**src/rtl/core/sfsc_pkg.sv**
```systemverilog
// Package for the six-frame stop codon scanner.
// Holds the transaction and state types, the character codes and the automaton table.
// Depends on nothing; used by sfsc_step and six_frame_stop_codon_scanner_core.
`default_nettype none

package sfsc_pkg;

	localparam int unsigned NUM_STATES = 10;
	localparam int unsigned NUM_FRAMES = 3;

	localparam logic [3:0] FWD_STOP_STATE = 4'd7;
	localparam logic [3:0] START_STATE    = 4'd0;

	localparam logic [7:0] CHAR_A_UP = 8'h41;
	localparam logic [7:0] CHAR_C_UP = 8'h43;
	localparam logic [7:0] CHAR_G_UP = 8'h47;
	localparam logic [7:0] CHAR_T_UP = 8'h54;
	localparam logic [7:0] CHAR_A_LO = 8'h61;
	localparam logic [7:0] CHAR_C_LO = 8'h63;
	localparam logic [7:0] CHAR_G_LO = 8'h67;
	localparam logic [7:0] CHAR_T_LO = 8'h74;

	localparam logic [1:0] NT_A = 2'd0;
	localparam logic [1:0] NT_C = 2'd1;
	localparam logic [1:0] NT_G = 2'd2;
	localparam logic [1:0] NT_T = 2'd3;

	localparam logic [1:0] PHASE_LAST = 2'd2;

	localparam logic [3:0] TRANS [NUM_STATES][4] = '{
		'{4'd0, 4'd2, 4'd0, 4'd1},
		'{4'd3, 4'd4, 4'd5, 4'd6},
		'{4'd0, 4'd2, 4'd0, 4'd6},
		'{4'd7, 4'd2, 4'd7, 4'd1},
		'{4'd8, 4'd2, 4'd0, 4'd6},
		'{4'd7, 4'd2, 4'd0, 4'd1},
		'{4'd9, 4'd4, 4'd5, 4'd6},
		'{4'd0, 4'd2, 4'd0, 4'd1},
		'{4'd0, 4'd2, 4'd0, 4'd1},
		'{4'd7, 4'd2, 4'd7, 4'd1}
	};

	typedef struct packed {
		logic [7:0] symbol;
		logic       first;
		logic       last;
	} item_t;

	typedef struct packed {
		logic [2:0] forward_frames;
		logic [2:0] reverse_frames;
		logic       bad_char_seen;
	} result_t;

	typedef struct packed {
		logic [3:0] auto_state;
		logic [1:0] phase;
		logic [2:0] fwd;
		logic [2:0] rev;
		logic       bad;
	} scan_state_t;

	function automatic logic [3:0] next_auto_state(input logic [3:0] st, input logic [1:0] nt);
		logic [3:0] row;
		row = (st < 4'(NUM_STATES)) ? st : START_STATE;
		return TRANS[row][nt];
	endfunction

endpackage

`default_nettype wire

```
**src/rtl/core/sfsc_step.sv**
```systemverilog
// Next-state logic of the stop codon scanner for one character.
// Decodes the character, steps the automaton and phase, and sets the sticky flags.
// Depends on sfsc_pkg.
`default_nettype none

module sfsc_step
	import sfsc_pkg::*;
(
	input  var scan_state_t cur,
	input  var item_t       item,
	output var scan_state_t nxt
);

	scan_state_t base;
	logic        is_nt;
	logic [1:0]  nt;
	logic [1:0]  phase_n;
	logic [3:0]  auto_n;

	always_comb begin
		base = item.first ? '0 : cur;
		is_nt = 1'b1;
		nt = NT_A;
		case (item.symbol)
			CHAR_A_UP, CHAR_A_LO: nt = NT_A;
			CHAR_C_UP, CHAR_C_LO: nt = NT_C;
			CHAR_G_UP, CHAR_G_LO: nt = NT_G;
			CHAR_T_UP, CHAR_T_LO: nt = NT_T;
			default: is_nt = 1'b0;
		endcase
		phase_n = (base.phase >= PHASE_LAST) ? 2'd0 : base.phase + 2'd1;
		auto_n = is_nt ? next_auto_state(base.auto_state, nt) : START_STATE;
		nxt.auto_state = auto_n;
		nxt.phase = phase_n;
		nxt.bad = base.bad | ~is_nt;
		nxt.fwd = base.fwd;
		nxt.rev = base.rev;
		if (auto_n == FWD_STOP_STATE) begin
			nxt.fwd[phase_n] = 1'b1;
		end else if (auto_n > FWD_STOP_STATE) begin
			nxt.rev[phase_n] = 1'b1;
		end
	end

endmodule

`default_nettype wire

```
**src/rtl/core/six_frame_stop_codon_scanner_core.sv**
```systemverilog
// Top level of the six-frame stop codon scanner.
// Input register, one-character scan step and result register; uses sfsc_pkg and sfsc_step.
//
// Channel  Direction  Handshake                  Payload
// item     in         item_valid / item_stall    item_t   (symbol, first, last)
// result   out        result_valid / result_stall result_t (frames, bad flag)
//
// One character per cycle is accepted unless stalled; a last item loads the result register.
// Throughput is set by the single scan step between the input and result registers.
// Reset clears the valid bits and the scan state; the first character after reset is position 1.
// A stalled result holds items marked last in the input register; other items keep flowing.
`default_nettype none

module six_frame_stop_codon_scanner_core
	import sfsc_pkg::*;
(
	input  var logic    clk,
	input  var logic    arst_n,
	input  var logic    item_valid,
	output var logic    item_stall,
	input  var item_t   item,
	output var logic    result_valid,
	input  var logic    result_stall,
	output var result_t result
);

	logic        valid_s1;
	item_t       item_s1;
	scan_state_t st_q;
	scan_state_t st_next;
	logic        adv;
	logic        res_valid_q;
	result_t     res_q;

	sfsc_step u_step (
		.cur (st_q),
		.item(item_s1),
		.nxt (st_next)
	);

	assign adv = valid_s1 && (!item_s1.last || !res_valid_q || !result_stall);
	assign item_stall = valid_s1 && !adv;

	always_ff @(posedge clk or negedge arst_n) begin
		if (!arst_n) begin
			valid_s1 <= 1'b0;
		end else if (!item_stall) begin
			valid_s1 <= item_valid;
		end
	end

	always_ff @(posedge clk) begin
		if (item_valid && !item_stall) begin
			item_s1 <= item;
		end
	end

	always_ff @(posedge clk or negedge arst_n) begin
		if (!arst_n) begin
			st_q <= '0;
		end else if (adv) begin
			st_q <= st_next;
		end
	end

	always_ff @(posedge clk or negedge arst_n) begin
		if (!arst_n) begin
			res_valid_q <= 1'b0;
		end else if (adv && item_s1.last) begin
			res_valid_q <= 1'b1;
		end else if (!result_stall) begin
			res_valid_q <= 1'b0;
		end
	end

	always_ff @(posedge clk) begin
		if (adv && item_s1.last) begin
			res_q.forward_frames <= st_next.fwd;
			res_q.reverse_frames <= st_next.rev;
			res_q.bad_char_seen <= st_next.bad;
		end
	end

	assign result_valid = res_valid_q;
	assign result = res_q;

	a_state_range: assert property (@(posedge clk) disable iff (!arst_n)
		st_q.auto_state < 4'(NUM_STATES))
		else $error("automaton state out of range");

	a_phase_range: assert property (@(posedge clk) disable iff (!arst_n)
		st_q.phase != 2'd3)
		else $error("position phase out of range");

	a_last_gives_result: assert property (@(posedge clk) disable iff (!arst_n)
		adv && item_s1.last |=> res_valid_q)
		else $error("last transaction produced no result");

	a_bad_sticky: assert property (@(posedge clk) disable iff (!arst_n)
		st_q.bad && !(adv && item_s1.first) |=> st_q.bad)
		else $error("bad-character flag dropped without first");

	a_stall_needs_item: assert property (@(posedge clk) disable iff (!arst_n)
		item_stall |-> valid_s1 && item_s1.last && res_valid_q)
		else $error("input stalled without a blocked last transaction");

endmodule

`default_nettype wire

```
**config.mk**
```make
export PLATFORM = sky130hd
export DESIGN_NAME = six_frame_stop_codon_scanner_core
export DESIGN_NICKNAME = d
export VERILOG_FILES = /design/src/rtl/core/sfsc_pkg.sv /design/src/rtl/core/sfsc_step.sv /design/src/rtl/core/six_frame_stop_codon_scanner_core.sv
export SDC_FILE = /design/constraint.sdc
export NUM_CORES = 1
export LEC_CHECK = 0
export ABC_AREA = 1
export BUFFER_PORTS_ARGS = -buffer_cell sky130_fd_sc_hd__buf_2
export CORE_AREA = 2 2 60 62
export DETAILED_ROUTE_END_ITERATION = 7
export DIE_AREA = 0 0 62 64
export PLACE_DENSITY = 0.74
export REMOVE_ABC_BUFFERS = 1
export SYNTH_ARGS = -nofsm -noshare
export SYNTH_HDL_FRONTEND = slang
export SYNTH_HIERARCHICAL = 1
export SYNTH_SLANG_ARGS = --single-unit
```
**constraint.sdc**
```tcl
create_clock -name clk -period 2.3 [get_ports clk]
set_clock_uncertainty 0.15 [all_clocks]
set_input_delay 0.46 -clock clk [delete_from_list [all_inputs] [get_ports clk]]
set_output_delay 0.46 -clock clk [all_outputs]
set_load 0.005 [all_outputs]
```
Yosys cells after proc, flatten, opt, wreduce, memory -nomap -nowiden:

Memory sizes are Yosys's and may differ from the RTL's.
Cells that the tools add are included.

* multiplexer cells: 18
* reductions and logical operators: 16
* bitwise logic cells: 6
* add/subtract/negate cells: 1
* equal/unequal tests: 10
* order comparisons: 7

Operators with widths (count)
* equality test 8 x 7 -> 1 bit, second input constant: 8
* 2-to-1 mux 16 bit: 2
* 2-to-1 mux 4 bit: 4
* 2-to-1 mux 13 bit: 1
* 2-to-1 mux 3 bit: 3
* binary-select mux 4 bit (select 2 bit): 1
* OR reduction 8 bit: 1
* OR 3 bit: 2
* one-hot mux 2 bit (3 select lines): 1
* OR reduction 2 bit: 3
* greater-or-equal comparator 5 bit, second input constant: 1
* logical AND 1 bit: 5
* zero test 1 bit: 5
* inverter 4 -> 5 bit: 1
* equality test 4 x 3 -> 1 bit, second input constant: 1
* > comparator 4 x 3 -> 1 bit, second input constant: 1
* less-than comparator 4 bit, second input constant: 1
* 2-to-1 mux 1 bit: 4
* greater-or-equal comparator 3 bit, second input constant: 1
* less-than comparator 2 x 3 -> 1 bit, second input constant: 1
* inverter 2 -> 3 bit: 1
* adder 2 x 1 -> 2 bit, second input constant: 1
* demux 1 bit (select 2 bit): 1
* greater-or-equal comparator 2 x 1 -> 1 bit, second input constant: 1
* other kinds (6): 7

* input bits: 14
* logic and storage cells: 72
* register bits after elaboration: 32
* memories: 1
* bits in read-only memories: 256
* output and inout bits: 9

Memories
* (no name shown): words 16, bits a word 16, rd ports 1, clocked after Yosys merged registers in 0, write ports 0, RTL line sfsc_pkg.sv:66 `return TRANS[row][nt];`

Longest topological paths before layout:

Gate-level depths: netlist (run 1).

* depth after elaboration: 14
* depth in mapped cells: 18
* mapped depth without buffers: 18

By module:

The synthesis (run 1) kept the hierarchy.

Modules (own cells, without submodules)
* six_frame_stop_codon_scanner_core: times used 1, seq. area each 885.8 µm², cells each 86, area an instance 1142.3 µm²
* sfsc_step: times used 1, seq. area each 0.0 µm², cells each 121, area an instance 574.3 µm²

Worst setup path before layout (run 1):

No wires, ideal clock.

* path type: register to register
* from: reg item_s1[1] in the netlist's numbering
* to: reg st_q[6] in the netlist's numbering
* path slack: 0.175 ns
* arrival: 1.910 ns
* data required time: 2.085 ns
* stages on the path, launching flop included: 17
* path buffers: 0
* clock period less this slack: 2.125 ns
* library setup time: 0.065 ns
* path through: edfxtp_1 nor2_1 nand2_1 nand2_2 inv_2 ha_1 nand2_1 nand2_1 nor2_1 nand2_1 nand3_1 nand2_1 nor2_4 nand4_1 nand2_1 nand3_1 nand2_1

RTL lines
* start, declared: RTL line six_frame_stop_codon_scanner_core.sv:28 `item_t item_s1;`
* start signal, assigned: RTL line six_frame_stop_codon_scanner_core.sv:54 `item_s1 <= item;`
* end signal, assigned: RTL line six_frame_stop_codon_scanner_core.sv:62 `st_q <= st_next;`
* end, declared: RTL line six_frame_stop_codon_scanner_core.sv:29 `scan_state_t st_q;`

==> results.md, run 1 <==
* HP Start: item[0]
* Via density at 4.85
* Ports at 23
* R2R setup slack at 20 ps
* CTS tree: built
* Filler cells at 282
* Router iterations before antenna repair at 4
* Sink Count at 31
* Grt ovf at 0
* Nets at around 270
* RSZ-0062 raised after global routing: yes
* Crit start category: register
* Crit path from: item_s1[1]
* Dpl cells at approximately 280
* Crit share post-route at approximately 100%
* Register area at roughly 860 um2
* Gpl congestion at 0.878
* Commonest non-fill, non-tap cells in the layout: 61 x nand2_1, 25 x nand3_1, 21 x buf_2
* Final wirelength at 3.40 mm
* Post-DP HPWL at 2.33 mm
* Final instance count without filler cells at between 200 and 300
* Antenna Cells at 0
* Vias in the first global route at roughly 1300
* Clock buffer count from CTS at 5
* IO buf count at 21
* CP Max Fanout at 4
* Die Y at 64 um
* Pins Over Slew Limit at 0
* Clock Path Buffers at 2
* Root buf cell: clkbuf_4
* Warnings, synthesis at 6
* DP Worst Slack at -49.8 ps
* DP Area at about 0.0019 mm2
* Clock Latency Late Sink at approximately 330 ps
* Starting density of the core at between 50% and 60%
* Die area at ~0.004 mm2
* Critical path type: register to register
* CP arrival at approximately 2400 ps
* Max-Cap Viols at 0
* Gate Count Post-Synth at 206
* Startpoint of the worst-slack reg-to-reg timing path: item_s1[1]
* Leading cell type in the layout, fill and taps excluded: nand2_1
* Peak supply drop at roughly 0.00040 V
* Final instance area at 0.00215 mm2
* Routed Antenna Nets at 0
* Fin crit period at between 2000 and 2500 ps
* # rows at 21
* FMAX at 438 MHz
* Total power at 1.10 mW
* Initial antenna violation count at 0
* Synth Area per Inst at 8.19 um2
* H-tree level count at 2
* Worst-margin pin slew at 332 ps
* GR Util All Layers at between 10% and 20%
* Mapped cell area at 0.00169 mm2
* Clk pin slew, worst setup/hold paths at 100 ps
* Drt wl/cell at 11.5 um
* Leak at about 1.0 nW
* Final setup violation count at 0
* Area occupied by multi-input gates at approximately 800 um2
* Hold/Removal Path Class: input port to register
* Largest net degree at the start of global routing at 17
* Max-slew headroom at 77.7%
* Fin worst setup slack at 18.6 ps
* Layout cells sized above 1 at 35.3%
* WHS at 155 ps
* Core Area at 0.00328 mm2
* Status: finished clean
* Endpoints failing hold at 0
* DR DRC count at 0
* Crit end category: register
* Cell Pwr Density at just over 500 mW/mm2
* Synthesis-to-layout area growth at 27.7%
* Die W at approximately 62 um
* First-pass GRT wire length at 5.73 mm
* Detailed Route Iter0 Violations at 42
* Via count at ~1400
* Required time worst endpoint at 2410 ps
critical path, cell delays in order, from the launching register on:
cell	delay [ps]
edfxtp_1	490
buf_6	180
nor2_4	70
nand2_2	80
inv_2	80
ha_4	200
nand2_2	70
nand2_2	50
nor2_2	110
nand2_2	80
nand3_2	80
nand2_2	60
nor2_4	160
nand4_1	110
nand2_1	100
nand3_1	80
nand2_1	90
sequential cells by signal, summed over array words and instances (netlist names):
register      count
item_s1           9
result_valid      1
valid_s1          1
result            7
st_q             13
metrics by stage:
stage                     util [%]  setup TNS [ps]
after floorplan                  -               0
after global placement        57.3           -5.57
after detailed placement      57.3            -102
after CTS                     61.9               0
after global routing          65.6            -548
final                         65.6               0
path summary, 6_finish.rpt:
check / end / cells past startpoint
setup / recovery: st_q[4] / 16
hold / removal: item_s1[0] / 1
setup reg to reg: st_q[4] / 16
hold reg to reg: st_q[7] / 2
max in group asynchronous: valid_s1 / 2
min in group asynchronous: st_q[2] / 2
final cells by class:
cell class                      count  area share, %
Multi-Input combinational cell    141           37.0
Sequential cell                    31           39.7
Clock inverter                      1          0.348
Timing Repair Buffer               40           12.0
Clock buffer                        7           3.02
Inverter                           29           5.28
Tap cell                           46           2.67
repair_timing:
item                       CTS  global route
setup buffers                4             5
gates resized for setup      8            25
setup endpoints to repair    3             6
hold buffers                 1             0
hold endpoints to repair    15             0
pin swaps                    9            19
layer usage:
metal | vias up | global-route usage [%] | share of wire [%]
met1 | 636 | 24.8 | 43
li1 | 746 | - | -
met4 | 0 | 6.38 | 1.3
met5 | - | 0 | 0
met2 | 42 | 31.9 | 51
met3 | 6 | 5.47 | 4.2
report_power, final:
part           switching [mW]  internal, mW  leakage (nW)  total [mW]
registers              0.0167         0.612         0.352       0.629
clock network           0.184         0.179        0.0375       0.363
logic                  0.0689        0.0389         0.652       0.108
Note: power is estimated with default switching activity, not from simulation.
==> run 2, diff against run 1 <==
ABC_AREA = unset   (was 1)
CORE_AREA = 2 2 65 67   (was 2 2 60 62)
DIE_AREA = 0 0 67 69   (was 0 0 62 64)
PLACE_DENSITY = 0.73   (was 0.74)
==> results.md, run 2 <==
* Status: finished with violations (was finished clean)
* Failing checks: negative setup slack
* Largest net degree at the start of global routing at 18 (was 17)
* Crit share post-route at 117% (was 99.2%)
* Via density at 5.83 (was 4.85)
* FMAX at 373 MHz (was 438 MHz)
* Warnings, synthesis at 6 (unchanged)
* Max-Cap Viols at 0 (unchanged)
* Commonest non-fill, non-tap cells in the layout: 43 x buf_4, 21 x buf_2, 17 x nand2_1 (was 61 x nand2_1, 25 x nand3_1, 21 x buf_2)
* Setup TNS at -2200 ps (was 0 ps)
* R2R setup slack at -380 ps (was 20 ps)
* Fin crit period at 2680 ps (was 2280 ps)
* Via count at 1791 (was 1430)
* First-pass GRT wire length at 8.04 mm (was 5.73 mm)
* Final wirelength at 4.72 mm (was 3.40 mm)
* Router iterations before antenna repair at 4 (unchanged)
* Most frequent CP cell: nor2_4 (was nand2_2)
* Crit start category: register (unchanged)
* Detailed Route Iter0 Violations at 135 (was 42)
* Pins Over Slew Limit at 0 (unchanged)
* Synthesis-to-layout area growth at 32.0% (was 27.7%)
* Clock Latency Late Sink at 290 ps (was 330 ps)
* IO buf count at 21 (unchanged)
* Worst Path Buf+Inv at 2 (unchanged)
* Hold/Removal Path Class: input port to register (unchanged)
* Max-slew headroom at 65.6% (was 77.7%)
* Critical path type: register to register (unchanged)
* Vias in the first global route at 1689 (was 1302)
* Sink Count at 31 (unchanged)
* DP Area at 0.00237 mm2 (was 0.00188 mm2)
* Routed Antenna Nets at 0 (unchanged)
* DR top layer: met4 (unchanged)
* CP arrival at 2740 ps (was 2390 ps)
* Die Y at 69 um (was 64 um)
* Final setup violation count at 9 (was 0)
* Fin worst setup slack at -382 ps (was 18.6 ps)
* Layout cells sized above 1 at 46.7% (was 35.3%)
* Final instance area at 0.00267 mm2 (was 0.00215 mm2)
* Die W at 67 um (was 62 um)
* Grt ovf at 0 (unchanged)
* Gate Count Post-Synth at 197 (was 206)
* Met2 routed wirelength at 2.31 mm (was 1.75 mm)
* Antenna Cells at 0 (unchanged)
* Clk pin slew, worst setup/hold paths at 70 ps (was 100 ps)
* Dominant delay contributor by cell family on the critical path: compound AO/OA/AOI/OAI gates (was simple AND/OR/NAND/NOR gates)
* Most flop-heavy register: st_q (unchanged)
* Crit end category: register (unchanged)
* Crit-path slowest cell: edfxtp_1 (unchanged)
* WHS Path Cells at 1 (unchanged)
* Die area at 0.00462 mm2 (was 0.00397 mm2)
* Drt wl/cell at 15.4 um (was 11.5 um)
* Clock buffer count from CTS at 5 (unchanged)
* Leading cell type in the layout, fill and taps excluded: buf_4 (was nand2_1)
* CP Max Fanout at 4 (unchanged)
* Filler cells at 302 (was 282)
* Post-DP HPWL at 3.17 mm (was 2.33 mm)
* RSZ-0062 raised after global routing: yes (unchanged)
* Ports at 23 (unchanged)
* Final core occ at 68.3% (was 65.6%)
* Reg2Reg Depth at 13 (was 16)
* Root buf cell: clkbuf_8 (was clkbuf_4)
* Initial antenna violation count at 0 (unchanged)
* Mapped cell area at 0.00202 mm2 (was 0.00169 mm2)
* Nets at 273 (was 265)
* Leak at 1.11 nW (was 1.04 nW)
* Crit path cell chain: buf_6, nor2_4, nand2_2, inv_2, ha_4, nor2_4, a221oi_2, o21ai_1, a311oi_2, nand4_4, o2bb2ai_2, nand2_1, o211ai_1 (was buf_6, nor2_4, nand2_2, inv_2, ha_4, nand2_2, nand2_2, nor2_2, nand2_2, nand3_2, nand2_2, nor2_4, nand4_1, nand2_1, nand3_1, nand2_1)
* Synth Area per Inst at 10.3 um2 (was 8.19 um2)
* Starting density of the core at 51.7% (was 51.4%)
* # rows at 23 (was 21)
* Gpl congestion at 0.947 (was 0.878)
* Crit path depth at 13 (was 16)
* GR Util All Layers at 23.0% (was 19.7%)
* Clock Path Buffers at 2 (unchanged)
* Cell Pwr Density at 471 mW/mm2 (was 510 mW/mm2)
* CP peak stage delay at 440 ps (was 490 ps)
* Wire length on met1 at 2.05 mm (was 1.46 mm)
* Max FFs per register at 13 (unchanged)
* Dpl cells at 291 (was 277)
* Final instance count without filler cells at 307 (was 295)
* Endpoints failing hold at 0 (unchanged)
* Worst-margin pin slew at 515 ps (was 332 ps)
* Required time worst endpoint at 2360 ps (was 2410 ps)
* Peak supply drop at 0.000504 V (was 0.000396 V)
* H-tree level count at 2 (unchanged)
* DR DRC count at 0 (unchanged)
* Core Area at 0.00391 mm2 (was 0.00328 mm2)
* CTS tree: built (unchanged)
* Metal3 WL at 297 um (was 144 um)
==> run 2: final cells by class <==
| class | count | area (um2) | share of cell area [%] |
|---|---|---|---|
| multi-input cells | 140 | 1150 | 43.1 |
| clock buffers | 5 | 68.8 | 2.58 |
| clock inverters | 3 | 23.8 | 0.890 |
| repair buffers | 68 | 472 | 17.7 |
| flip-flops and latches | 31 | 856 | 32.0 |
| inverters | 10 | 37.5 | 1.41 |
| well taps | 50 | 62.6 | 2.34 |
==> run 2: what timing repair did <==
| item | CTS | global route |
|---|---|---|
| pin swaps | 10 | 17 |
| setup buffers | 8 | 4 |
| endpoints found under the hold margin | 15 | 0 |
| cloned | 0 | 0 |
| endpoints found under the setup margin | 9 | 9 |
| hold buffers | 1 | 0 |
| gates resized for setup | 27 | 9 |
==> run 2: metal layers <==
metal	vias up	GRT usage [%]
met5	-	0
met4	0	7.03
met3	8	7.67
met2	86	34.4
met1	845	31.5
li1	852	-
==> run 2: power by group <==
part / switching [mW] / internal, mW
Sequential: 0.0267 / 0.614
Clock: 0.216 / 0.216
Combinational: 0.101 / 0.0839
Total: 0.344 / 0.914
==> run 2: worst paths after layout <==
kind / start / endpoint
setup / recovery: item_s1[1] / st_q[5]
hold / removal: item[1] / item_s1[1]
hold reg to reg: st_q[3] / st_q[3]
max in group asynchronous: arst_n / st_q[7]
min in group asynchronous: arst_n / st_q[11]
setup reg to reg: item_s1[1] / st_q[5]
==> run 2: per-stage QoR <==
step	hold WS, ps	setup WS (ps)	power, mW
6_report	189	-382	1.26
5_1_grt	168	-510	1.32
4_1_cts	187	-335	1.26
3_5_place_dp	237	-476	0.817
3_3_place_gp	235	-425	0.813
2_1_floorplan	14.4	-357	0.733
==> run 3, diff against run 2 <==
--- a/config.mk
+++ b/config.mk
@@ -8,6 +8,6 @@
 export BUFFER_PORTS_ARGS = -buffer_cell sky130_fd_sc_hd__buf_2
-export CORE_AREA = 2 2 65 67
+export CORE_AREA = 2 2 63 65
 export DETAILED_ROUTE_END_ITERATION = 7
-export DIE_AREA = 0 0 67 69
-export PLACE_DENSITY = 0.73
+export DIE_AREA = 0 0 65 67
+export PLACE_DENSITY = 0.77
 export REMOVE_ABC_BUFFERS = 1
==> constraint.sdc (replaced) <==
create_clock -name clk -period 2.3 [get_ports clk]
set_clock_uncertainty 0.15 [all_clocks]
set_input_delay 0.345 -clock clk [delete_from_list [all_inputs] [get_ports clk]]
set_output_delay 0.345 -clock clk [all_outputs]
set_load 0.005 [all_outputs]
==> results.md, run 3 (synthesis results as in run 2) <==
* Status: finished with violations (unchanged)
* Failing checks: negative setup slack (unchanged)
* Vias in the first global route at 1820 (was 1689)
* Fin crit period at 2750 ps (was 2680 ps)
* FMAX at 363 MHz (was 373 MHz)
* Die area at 0.00436 mm2 (was 0.00462 mm2)
* Nets at 283 (was 273)
* Max FFs per register at 13 (unchanged)
* Power Internal at 0.979 mW (was 0.914 mW)
* Share of total power in sequential cells at 48.2% (was 51.0%)
* Leak at 1.19 nW (was 1.11 nW)
* Crit end category: register (unchanged)
* Net Switching at 0.346 mW (was 0.344 mW)
* Dpl cells at 289 (was 291)
* Gpl congestion at 0.979 (was 0.947)
* Post-DP HPWL at 3.60 mm (was 3.17 mm)
* Starting density of the core at 56.1% (was 51.7%)
* Max-slew headroom at 71.0% (was 65.6%)
* Area occupied by multi-input gates at 0.00120 mm2 (was 0.00115 mm2)
* Clk pin slew, worst setup/hold paths at 70 ps (about the same)
* Clock Latency Late Sink at 290 ps (about the same)
* # rows at 22 (was 23)
* Detailed Route Iter0 Violations at 156 (was 135)
* Sink Count at 31 (unchanged)
* Core Area at 0.00361 mm2 (was 0.00391 mm2)
* Most flop-heavy register: st_q (unchanged)
* Grt ovf at 0 (unchanged)
* Leading cell type in the layout, fill and taps excluded: buf_4 (unchanged)
* GR Util All Layers at 27.4% (was 23.0%)
* Critical path type: register to register (unchanged)
* Peak supply drop at 0.000415 V (was 0.000504 V)
* Drt wl/cell at 17.8 um (was 15.4 um)
* Commonest non-fill, non-tap cells in the layout: 53 x buf_4, 21 x buf_2, 17 x nand2_1 (was 43 x buf_4, 21 x buf_2, 17 x nand2_1)
* Crit share post-route at 120% (was 117%)
* H-tree level count at 2 (unchanged)
* Final setup violation count at 9 (unchanged)
* Antenna Cells at 0 (unchanged)
* DR DRC count at 0 (unchanged)
* Final wirelength at 5.61 mm (was 4.72 mm)
* Endpoints failing hold at 0 (unchanged)
* Cell Pwr Density at 472 mW/mm2 (was 471 mW/mm2)
* Via density at 5.82 (was 5.83)
* Pins Over Slew Limit at 0 (unchanged)
* Clock buffer count from CTS at 5 (unchanged)
* Initial antenna violation count at 0 (unchanged)
* Via count at 1833 (was 1791)
* Filler cells at 239 (was 302)
* Final instance count without filler cells at 315 (was 307)
* Layout cells sized above 1 at 52.4% (was 46.7%)
* WHS at 79.6 ps (was 189 ps)
* CTS tree: built (unchanged)
* IO buf count at 21 (unchanged)
* Setup TNS at -2910 ps (was -2200 ps)
* Clock share of power at 36.1% (was 34.3%)
* CP Max Fanout at 4 (unchanged)
* First-pass GRT wire length at 8.73 mm (was 8.04 mm)
* Die Y at 67 um (was 69 um)
* Synthesis-to-layout area growth at 38.6% (was 32.0%)
* Total power at 1.32 mW (was 1.26 mW)
* Clock Path Buffers at 2 (unchanged)
* Fin worst setup slack at -454 ps (was -382 ps)
* Largest net degree at the start of global routing at 28 (was 18)
* Net Sw Frac at 26.1% (was 27.4%)
* Register area at 857 um2 (was 856 um2)
* Ports at 23 (unchanged)
* Crit start category: register (unchanged)
* Logic pwr share at 15.7% (was 14.7%)
* CP arrival at 2820 ps (was 2740 ps)
* Hold/Removal Path Class: input port to register (unchanged)
* Max-Cap Viols at 0 (unchanged)
* Routed Antenna Nets at 0 (unchanged)
* Worst-margin pin slew at 430 ps (was 515 ps)
* Root buf cell: clkbuf_8 (unchanged)
* Required time worst endpoint at 2360 ps (about the same)
* Die W at 65 um (was 67 um)
* Router iterations before antenna repair at 4 (unchanged)
* RSZ-0062 raised after global routing: yes (unchanged)
run 3: cell types whose count changed in the layout (fill, tap and decap cells not counted), sizes merged:
| cell | previous run | this run |
|---|---|---|
| inv | 11 | 10 |
| clkinvlp | 2 | 1 |
| buf | 67 | 77 |
| clkbuf | 5 | 7 |
run 3: repair_timing:
action | in CTS | in global routing
hold buffers | 1 | 0
endpoints found under the hold margin | 15 | 0
setup endpoints to repair | 8 | 12
pin swaps | 12 | 17
gates resized for setup | 25 | 20
setup buffers | 15 | 7
gates cloned | 0 | 0
run 3: cell type report:
cell class	instances	area share (%)
well taps	48	2.14
multi-input cells	140	42.7
clock buffers	7	3.44
clock inverters	1	0.268
flip-flops and latches	31	30.6
inverters	10	1.43
repair buffers	78	19.5
run 3: worst max-delay path: stages (launching register included):
cell	delay, ps
edfxtp_1	460
nand2b_4	200
nor2_4	180
ha_4	180
inv_4	40
a221oi_4	300
o21ai_2	100
a311oi_2	350
nand4_2	250
o2bb2ai_2	220
nand2_1	90
o211ai_2	150
run 3: power groups by stage:
| stage | sequential (mW) | clock (mW) | combinational, mW |
|---|---|---|---|
| final | 0.638 | 0.478 | 0.208 |
| after detailed placement | 0.648 | 0 | 0.176 |
| after CTS | 0.637 | 0.485 | 0.195 |
| after global placement | 0.645 | 0 | 0.174 |
| after global routing | 0.641 | 0.501 | 0.225 |
| after floorplan | 0.660 | 0 | 0.0731 |
run 3: final timing paths:
kind / end / slack, ps / start / cells past startpoint
min in group asynchronous: st_q[10] / 340 / arst_n / 2
worst max-delay path: st_q[6] / -450 / item_s1[1] / 11
max in group asynchronous: st_q[12] / 1390 / arst_n / 2
worst max register to register: st_q[6] / -450 / item_s1[1] / 11
worst min register to register: st_q[3] / 390 / st_q[3] / 2
worst min-delay path: item_s1[0] / 80 / item[0] / 1
run 3: stage by stage:
step	instance area (um2)	setup slack (ps)	utilization (%)
global placement	2360	-397	65.5
CTS	2710	-299	75.1
floorplan	1910	-357	-
global route	2800	-537	77.8
detailed placement	2360	-470	65.5
finish	2800	-454	77.8
run 3: routing by layer:
layer / up-vias / routed length [um] / global-route usage [%]
li1: 872 / - / -
met2: 59 / 2720 / 44.5
met5: - / 0 / 0
met1: 892 / 2470 / 36.1
met4: 0 / 106 / 10.1
met3: 10 / 311 / 5.57
